<file path="config.mk">
export PLATFORM = sky130hd
export DESIGN_NAME = integer_to_radix_digits_top_flat
export DESIGN_NICKNAME = d
export VERILOG_FILES = /design/src/design/itrd_pkg.sv /design/src/design/itrd_if.sv /design/src/design/integer_to_radix_digits_top.sv /design/src/design/itrd_ram.sv /design/src/flat_wrapper.sv
export VERILOG_INCLUDE_DIRS = /design/src /design/src/design
export SDC_FILE = /design/constraint.sdc
export NUM_CORES = 1
export LEC_CHECK = 0
export BUFFER_PORTS_ARGS = -buffer_cell sky130_fd_sc_hd__buf_4
export CELL_PAD_IN_SITES_DETAIL_PLACEMENT = 2
export CELL_PAD_IN_SITES_GLOBAL_PLACEMENT = 2
export CORE_ASPECT_RATIO = 0.6
export CORE_MARGIN = 10
export CORE_UTILIZATION = 36
export DETAILED_ROUTE_END_ITERATION = 16
export HOLD_SLACK_MARGIN = 0.02
export PLACE_DENSITY_LB_ADDON = 0.12
export SYNTH_ARGS = -nofsm -noshare
export SYNTH_HDL_FRONTEND = slang
export SYNTH_SLANG_ARGS = --single-unit
</file>
<file path="constraint.sdc">
create_clock -name clk -period 42.5 [get_ports clk]
set_input_delay 2.125 -clock clk [delete_from_list [all_inputs] [get_ports clk]]
set_output_delay 2.125 -clock clk [all_outputs]
set_load 0.01 [all_outputs]
</file>
<file path="src/design/assert_macros.svh">
// Assertion macros used by the top level of the radix digit converter.
// Every macro samples on clk and is disabled while rst_n is low.
`ifndef ASSERT_MACROS_SVH
`define ASSERT_MACROS_SVH

// Same-cycle implication: whenever ante holds, cons must hold too.
`define ITRD_ASSERT_IMPL(label, ante, cons, msg) \
    label: assert property (@(posedge clk) disable iff (!rst_n) (ante) |-> (cons)) \
        else $error(msg);

// Next-cycle implication: whenever ante holds, cons must hold in the next cycle.
`define ITRD_ASSERT_NEXT(label, ante, cons, msg) \
    label: assert property (@(posedge clk) disable iff (!rst_n) (ante) |=> (cons)) \
        else $error(msg);

`endif

</file>
<file path="src/design/itrd_pkg.sv">
// Package for the integer to radix digit converter: widths, constants,
// the sequencer state type and the digit to ASCII mapping. No dependencies.
`default_nettype none

package itrd_pkg;

    localparam int VALUE_W            = 32;
    localparam int RADIX_W            = 6;
    localparam int DIGIT_W            = 6;
    localparam int CHAR_W             = 7;
    localparam int VALUE_BITS_DEFAULT = 32;

    // Quotient bits retired by the shared divide unit in one cycle.
    localparam int STEP_BITS = 8;

    localparam logic [RADIX_W-1:0] RADIX_RESET = 6'd10;
    localparam logic [RADIX_W-1:0] RADIX_MIN   = 6'd2;
    localparam logic [RADIX_W-1:0] RADIX_MAX   = 6'd36;

    localparam logic [CHAR_W-1:0]  ASCII_ZERO    = 7'h30;
    localparam logic [CHAR_W-1:0]  ASCII_LOWER_A = 7'h61;
    localparam logic [DIGIT_W-1:0] DECIMAL_TEN   = 6'd10;

    typedef enum logic [1:0] {
        ST_IDLE,
        ST_CHECK,
        ST_DIVIDE,
        ST_EMIT
    } state_t;

    // Digits 0 to 9 map to '0'-'9', digits 10 to 35 map to 'a'-'z'.
    function automatic logic [CHAR_W-1:0] digit_to_ascii(input logic [DIGIT_W-1:0] d);
        logic [CHAR_W-1:0] c;
        if (d < DECIMAL_TEN)
        begin
            c = ASCII_ZERO + CHAR_W'(d);
        end
        else
        begin
            c = ASCII_LOWER_A + CHAR_W'(d - DECIMAL_TEN);
        end
        return c;
    endfunction

endpackage

`default_nettype wire

</file>
<file path="src/design/itrd_if.sv">
// Valid/ready stream interfaces for the input value and the output digits.
// Depends on itrd_pkg for the payload widths.
`default_nettype none

interface itrd_in_if;
    logic                          valid;
    logic                          ready;
    logic [itrd_pkg::VALUE_W-1:0]  value;

    modport source (output valid, output value, input ready);
    modport sink   (input valid, input value, output ready);
endinterface

interface itrd_out_if;
    logic                          valid;
    logic                          ready;
    logic [itrd_pkg::CHAR_W-1:0]   digit_char;
    logic                          last_digit;

    modport source (output valid, output digit_char, output last_digit, input ready);
    modport sink   (input valid, input digit_char, input last_digit, output ready);
endinterface

`default_nettype wire

</file>
<file path="src/design/integer_to_radix_digits_top.sv">
// Top level of the integer to radix digit converter.
// Depends on itrd_pkg, itrd_if (itrd_in_if, itrd_out_if), itrd_ram and assert_macros.svh.
//
//   Channel   Direction  Payload                          Handshake
//   -------   ---------  -------------------------------  ----------------------
//   din       in         value (32 bits, unsigned)        din.valid / din.ready
//   dout      out        digit_char (7), last_digit (1)   dout.valid / dout.ready
//   cfg       in         cfg_wdata = radix (6 bits)       cfg_we, no wait
//
// A value is accepted in ST_IDLE; each digit that needs a division then takes an
// ST_CHECK step and NCH passes, where NCH = ceil(DATA_BITS / 8) is the number of
// passes through the shared 8-bit divide unit; the leading digit is written from
// ST_CHECK, and every digit is then read back and emitted in ST_EMIT.
// Reset (rst_n, asynchronous, active low) sets the radix to ten and idles the
// sequencer; the digit store needs no clearing. A stalled dout holds the current
// digit and pauses the store reads; din is ready only while the sequencer is idle.
`default_nettype none
`include "assert_macros.svh"

module integer_to_radix_digits_top #(
    parameter int VALUE_BITS = itrd_pkg::VALUE_BITS_DEFAULT
) (
    input  wire logic                         clk,
    input  wire logic                         rst_n,
    input  wire logic                         cfg_we,
    input  wire logic [itrd_pkg::RADIX_W-1:0] cfg_wdata,
    itrd_in_if.sink                           din,
    itrd_out_if.source                        dout
);

    // Only the low VALUE_BITS of the value are converted. The widest value
    // determines the largest digit count, which is one digit per bit in radix two.
    localparam int DATA_BITS = (VALUE_BITS < itrd_pkg::VALUE_W) ? VALUE_BITS
                                                                 : itrd_pkg::VALUE_W;
    localparam int DEPTH     = DATA_BITS;
    localparam int AW        = $clog2(DEPTH);
    localparam int CW        = $clog2(DEPTH + 1);
    localparam int STEP      = itrd_pkg::STEP_BITS;
    localparam int NCH       = (DATA_BITS + STEP - 1) / STEP;
    localparam int QW        = NCH * STEP;
    localparam int CCW       = (NCH > 1) ? $clog2(NCH) : 1;
    localparam int DW        = itrd_pkg::DIGIT_W;

    // Registers.
    itrd_pkg::state_t              state_reg, state_next;
    logic [itrd_pkg::RADIX_W-1:0]  radix_reg;
    logic [QW-1:0]                 q_reg, q_next;
    logic [DW-1:0]                 rem_reg, rem_next;
    logic [CW-1:0]                 n_reg, n_next;
    logic [CCW-1:0]                chunk_reg, chunk_next;
    logic [AW-1:0]                 addr_reg, addr_next;
    logic                          out_valid_reg, out_valid_next;
    logic                          last_reg, last_next;

    // Digit store and divide unit signals.
    logic                          wr_en;
    logic [DW-1:0]                 wr_data;
    logic                          rd_en;
    logic [DW-1:0]                 rd_data;
    logic [itrd_pkg::RADIX_W-1:0]  radix_eff;
    logic [QW-1:0]                 q_div;
    logic [DW-1:0]                 rem_div;

    // Radix values outside two to thirty-six are clamped to the nearest end.
    always_comb
    begin
        if (radix_reg < itrd_pkg::RADIX_MIN)
        begin
            radix_eff = itrd_pkg::RADIX_MIN;
        end
        else if (radix_reg > itrd_pkg::RADIX_MAX)
        begin
            radix_eff = itrd_pkg::RADIX_MAX;
        end
        else
        begin
            radix_eff = radix_reg;
        end
    end

    // Shared divide unit: restoring long division of the top STEP quotient bits
    // by the radix. The partial remainder stays below the radix, so each trial is
    // a 7-bit compare and subtract. Each pass shifts the quotient register left by
    // STEP bits and fills in the new bits, so NCH passes give the full new quotient.
    always_comb
    begin : div_unit
        logic [DW:0]       trial;
        logic [DW-1:0]     rem;
        logic [STEP-1:0]   qbits;
        rem   = rem_reg;
        qbits = '0;
        for (int i = STEP - 1; i >= 0; i--)
        begin
            trial = {rem, q_reg[QW - STEP + i]};
            if (trial >= {1'b0, radix_eff})
            begin
                rem      = DW'(trial - {1'b0, radix_eff});
                qbits[i] = 1'b1;
            end
            else
            begin
                rem = trial[DW-1:0];
            end
        end
        rem_div = rem;
        q_div   = (q_reg << STEP) | QW'(qbits);
    end

    // Sequencer: next state and control.
    always_comb
    begin
        state_next     = state_reg;
        q_next         = q_reg;
        rem_next       = rem_reg;
        n_next         = n_reg;
        chunk_next     = chunk_reg;
        addr_next      = addr_reg;
        last_next      = last_reg;
        wr_en          = 1'b0;
        wr_data        = rem_div;
        rd_en          = 1'b0;
        din.ready      = 1'b0;

        case (state_reg)
            itrd_pkg::ST_IDLE:
            begin
                din.ready = 1'b1;
                if (din.valid)
                begin
                    q_next     = QW'(din.value[DATA_BITS-1:0]);
                    n_next     = '0;
                    state_next = itrd_pkg::ST_CHECK;
                end
            end

            itrd_pkg::ST_CHECK:
            begin
                if (q_reg >= QW'(radix_eff))
                begin
                    rem_next   = '0;
                    chunk_next = '0;
                    state_next = itrd_pkg::ST_DIVIDE;
                end
                else
                begin
                    // The remaining quotient is the most significant digit.
                    wr_en      = 1'b1;
                    wr_data    = q_reg[DW-1:0];
                    addr_next  = n_reg[AW-1:0];
                    state_next = itrd_pkg::ST_EMIT;
                end
            end

            itrd_pkg::ST_DIVIDE:
            begin
                q_next     = q_div;
                rem_next   = rem_div;
                chunk_next = chunk_reg + 1'b1;
                if (chunk_reg == CCW'(NCH - 1))
                begin
                    wr_en      = 1'b1;
                    n_next     = n_reg + 1'b1;
                    state_next = itrd_pkg::ST_CHECK;
                end
            end

            itrd_pkg::ST_EMIT:
            begin
                // Digits are read back from the most significant one down.
                if (!out_valid_reg || dout.ready)
                begin
                    rd_en     = 1'b1;
                    addr_next = addr_reg - 1'b1;
                    last_next = (addr_reg == '0);
                    if (addr_reg == '0)
                    begin
                        state_next = itrd_pkg::ST_IDLE;
                    end
                end
            end

            default:
            begin
                state_next = itrd_pkg::ST_IDLE;
            end
        endcase

        if (rd_en)
        begin
            out_valid_next = 1'b1;
        end
        else if (dout.ready)
        begin
            out_valid_next = 1'b0;
        end
        else
        begin
            out_valid_next = out_valid_reg;
        end
    end

    // Control registers.
    always_ff @(posedge clk or negedge rst_n)
    begin
        if (!rst_n)
        begin
            state_reg     <= itrd_pkg::ST_IDLE;
            radix_reg     <= itrd_pkg::RADIX_RESET;
            n_reg         <= '0;
            chunk_reg     <= '0;
            addr_reg      <= '0;
            out_valid_reg <= 1'b0;
            last_reg      <= 1'b0;
        end
        else
        begin
            state_reg     <= state_next;
            n_reg         <= n_next;
            chunk_reg     <= chunk_next;
            addr_reg      <= addr_next;
            out_valid_reg <= out_valid_next;
            last_reg      <= last_next;
            if (cfg_we)
            begin
                radix_reg <= cfg_wdata;
            end
        end
    end

    // Datapath registers.
    always_ff @(posedge clk)
    begin
        q_reg   <= q_next;
        rem_reg <= rem_next;
    end

    // Digit store, least significant digit at address zero.
    itrd_ram #(
        .WIDTH (DW),
        .DEPTH (DEPTH)
    ) u_digit_store (
        .clk     (clk),
        .wr_en   (wr_en),
        .wr_addr (n_reg[AW-1:0]),
        .wr_data (wr_data),
        .rd_en   (rd_en),
        .rd_addr (addr_reg),
        .rd_data (rd_data)
    );

    // The store's read register doubles as the output data register.
    assign dout.valid      = out_valid_reg;
    assign dout.digit_char = itrd_pkg::digit_to_ascii(rd_data);
    assign dout.last_digit = last_reg;

    // The store is read only while digits are being emitted.
    `ITRD_ASSERT_IMPL(a_read_in_emit, rd_en, state_reg == itrd_pkg::ST_EMIT,
        "digit store read outside the emit phase")

    // The digit count never runs past the store while digits are produced.
    `ITRD_ASSERT_IMPL(a_count_in_range,
        state_reg == itrd_pkg::ST_CHECK || state_reg == itrd_pkg::ST_DIVIDE,
        n_reg < CW'(DEPTH), "digit count overran the digit store")

    // Writing the leading digit always hands over to the emit phase.
    `ITRD_ASSERT_NEXT(a_lead_then_emit, wr_en && state_reg == itrd_pkg::ST_CHECK,
        state_reg == itrd_pkg::ST_EMIT, "leading digit not followed by emit")

endmodule

`default_nettype wire

</file>
<file path="src/design/itrd_ram.sv">
// Generic single-port-write, single-port-read RAM with a registered read.
// No dependencies.
`default_nettype none

module itrd_ram #(
    parameter int WIDTH = 8,
    parameter int DEPTH = 32
) (
    input  wire logic                     clk,
    input  wire logic                     wr_en,
    input  wire logic [$clog2(DEPTH)-1:0] wr_addr,
    input  wire logic [WIDTH-1:0]         wr_data,
    input  wire logic                     rd_en,
    input  wire logic [$clog2(DEPTH)-1:0] rd_addr,
    output logic      [WIDTH-1:0]         rd_data
);

    logic [WIDTH-1:0] mem [DEPTH];

    always_ff @(posedge clk)
    begin
        if (wr_en)
        begin
            mem[wr_addr] <= wr_data;
        end
        if (rd_en)
        begin
            rd_data <= mem[rd_addr];
        end
    end

endmodule

`default_nettype wire

</file>
<file path="src/flat_wrapper.sv">
// flat-port wrapper written by rule: the top's interface ports become plain ports
module integer_to_radix_digits_top_flat 
#(
    parameter int VALUE_BITS = itrd_pkg::VALUE_BITS_DEFAULT
)
  (clk, rst_n, cfg_we, cfg_wdata, din_valid, din_value, din_ready, dout_valid, dout_digit_char, dout_last_digit, dout_ready);
  itrd_in_if din_i ();
  itrd_out_if dout_i ();
  input  wire logic clk;
  input  wire logic rst_n;
  input  wire logic cfg_we;
  input  wire logic [itrd_pkg::RADIX_W-1:0] cfg_wdata;
  input wire logic [$bits(din_i.valid)-1:0] din_valid;
  input wire logic [$bits(din_i.value)-1:0] din_value;
  output wire logic [$bits(din_i.ready)-1:0] din_ready;
  output wire logic [$bits(dout_i.valid)-1:0] dout_valid;
  output wire logic [$bits(dout_i.digit_char)-1:0] dout_digit_char;
  output wire logic [$bits(dout_i.last_digit)-1:0] dout_last_digit;
  input wire logic [$bits(dout_i.ready)-1:0] dout_ready;
  assign din_i.valid = din_valid;
  assign din_i.value = din_value;
  assign din_ready = din_i.ready;
  assign dout_valid = dout_i.valid;
  assign dout_digit_char = dout_i.digit_char;
  assign dout_last_digit = dout_i.last_digit;
  assign dout_i.ready = dout_ready;
  integer_to_radix_digits_top #(.VALUE_BITS(VALUE_BITS)) u_core (.clk(clk), .rst_n(rst_n), .cfg_we(cfg_we), .cfg_wdata(cfg_wdata), .din(din_i), .dout(dout_i));
endmodule
</file>
==> metrics <==
outcome=finished clean; CP bufs+invs=2; clock root cell=clkbuf_16; # resized after CTS=0; end of the worst register-to-register path=u_core.u_digit_store.mem[2][2]; area share of the largest cell type after synthesis=0.509; register area=about 7600 um2; area leader, netlist=edfxtp_1; DR iter-0 viols=701; Remaining DRCs=0; CP dominant cell by count=a21o_1; Cell Area, Placed=14900 um2; die height=172 um; ANT cells=0; critical path's top delay family=compound AO/OA/AOI/OAI gates; Worst path slowest cell=a211oi_1; Crit. path cell count=67; RSZ-0062 raised after global routing=no; multi-input logic area=5920 um2; first-pass GRT wire length=66800 um; Reg clk slew, reported paths=0.06 ns; antenna-violating nets left=0; Pins Over Slew Limit=0; initial core utilization=0.367; vias in the first global route=~9900; yosys warns=0; die area=47200 um2; post-synthesis sequential element count=258; share of layout cells above drive strength 1=0.167; critical path endpoint category=flop; Final Cell Area=15700 um2; Setup TNS Final=0 ns; Placed Cells=1638; slowest stage delay, CP=0.81 ns; Fin. Hold Viols=0; CTS max path bufs=3; Tmin final=21.08 ns; Die X=274 um; crit path capture=u_core.u_digit_store.mem[2][2]; CTS Buf Count=25; Tot GR Track Use=0.188; num ports=53; hold path cells=2; worst hold slack=0.497 ns; initial antenna violation count=0; DP HPWL=approximately 33000 um; cell row count=55; final cell count without fillers=about 1700; global placer's final weighted congestion=0.867; # fillers=3823; PortBufs=52; Synth Flop Type=edfxtp_1; vias per inst=5.55; crit path kind=reg2reg; final-report setup violation count=0; clock skew=0.0216 ns; Slew headroom=0.201; Slew @ Worst Pin=~1.2 ns; Post-CTS Setup Repair Bufs=0; register area share after synthesis=0.549; area grow syn2layout=12.4%; Syn Nets=1227; Async SR Flop Fraction=0.0853; core area=37900 um2; maximum number of pins on one net before global-route repair=56; Tcrit/Tclk final=0.496; f_max=47.4 MHz; Mapped Area=between 10000 and 15000 um2; routed vias=9353; fin nets=1273; most common cell after layout, fill and taps aside=edfxtp_1; post-DR wirelength/cell=about 26 um; Syn Inst Count=1106; total wire length=44400 um; number of flip-flops in the largest register=approximately 190; H-tree Lvls=1; R2R Path Start=u_core.radix_reg[5]; Hold WC Path Type=reg2reg; Distinct cells, synth=a little under 80; Worst EP required=42.73 ns; highest-count cells in the layout ignoring fill and taps=edfxtp_1 (236), nor2_1 (104), ha_1 (69); Reg2Reg Depth=67; Sink Count=258; Worst Path Arrival=around 21 ns; CTS Hold Bufs=0; Mean Syn Cell Area=12.6 um2; worst skew pair latency=roughly 0.54 ns; CTS tree=built; Pre-antenna DRT Iters=4; maximum fanout along the worst path=32; number of synthesized flops with an enable pin=236; critical path startpoint category=flop; slack of the worst reg-to-reg path=21.42 ns; CP Launch Point=u_core.radix_reg[5]; dominant cells by area after synthesis=edfxtp_1 (51%), ha_1 (6.3%), mux2i_1 (4.0%); MaxCap Viol Count=0; remaining global-route overflow=0
-- worst min path at each step --
stage,startpoint,end
after floorplan,u_core.chunk_reg[1],u_core.chunk_reg[1]
after global placement,u_core.chunk_reg[1],u_core.chunk_reg[1]
after detailed placement,u_core.chunk_reg[1],u_core.chunk_reg[1]
after CTS,u_core.chunk_reg[1],u_core.chunk_reg[1]
after global routing,u_core.chunk_reg[1],u_core.chunk_reg[1]
final,u_core.chunk_reg[1],u_core.chunk_reg[1]
-- metrics by stage --
step | utilization | worst slack, ns
floorplan | - | 25.20
global placement | 0.393 | 22.71
detailed placement | 0.393 | 21.89
CTS | 0.413 | 21.79
global route | 0.413 | 19.92
finish | 0.413 | 21.42
-- metal layers --
layer	vias up	share of wire	track usage
met3	29	0.052	0.0332
met1	4797	0.57	0.316
met4	0	0.0082	0.0209
met5	-	0	0
met2	215	0.37	0.243
li1	4312	-	-
-- cells by family after synthesis --
logic type               synth area share
multiplexers                        0.116
flip-flops                          0.549
AND/OR/NAND/NOR                    0.0943
adder cells (fa/ha/maj)            0.0744
AO/OA/AOI/OAI                       0.117
XOR/XNOR                           0.0214
buffers and inverters              0.0281
-- final cells by class --
type,count,share of cell area
clock inverters,18,0.00871
clock buffers,28,0.0407
flip-flops and latches,258,0.488
inverters,52,0.0125
repair buffers,64,0.0307
well taps,513,0.0410
multi-input cells,751,0.378
-- synthesized netlist by cell type (9+ instances only) --
library cell / instances
mux2_2: 46
o21ai_0: 63
a21oi_1: 51
a21o_1: 21
and3_1: 11
dfrtp_1: 20
mux4_2: 24
o221ai_1: 18
clkbuf_1: 27
mux2i_1: 56
o22ai_1: 15
nor2b_1: 9
inv_1: 51
nand2b_1: 22
nor2_1: 104
nand3_1: 18
edfxtp_1: 236
nand2_1: 52
xnor2_1: 21
ha_1: 70
nor4_1: 9
xor2_1: 13
-- tightest hold or removal path, cell delays in order (launching register included) --
cell and delay, ns:
dfrtp_1 0.35, nand2_1 0.05, o21ai_0 0.06
Power is left out: the tool's default activity adds up to more than one toggle a clock period on the data nets, which glitch-free logic cannot reach.
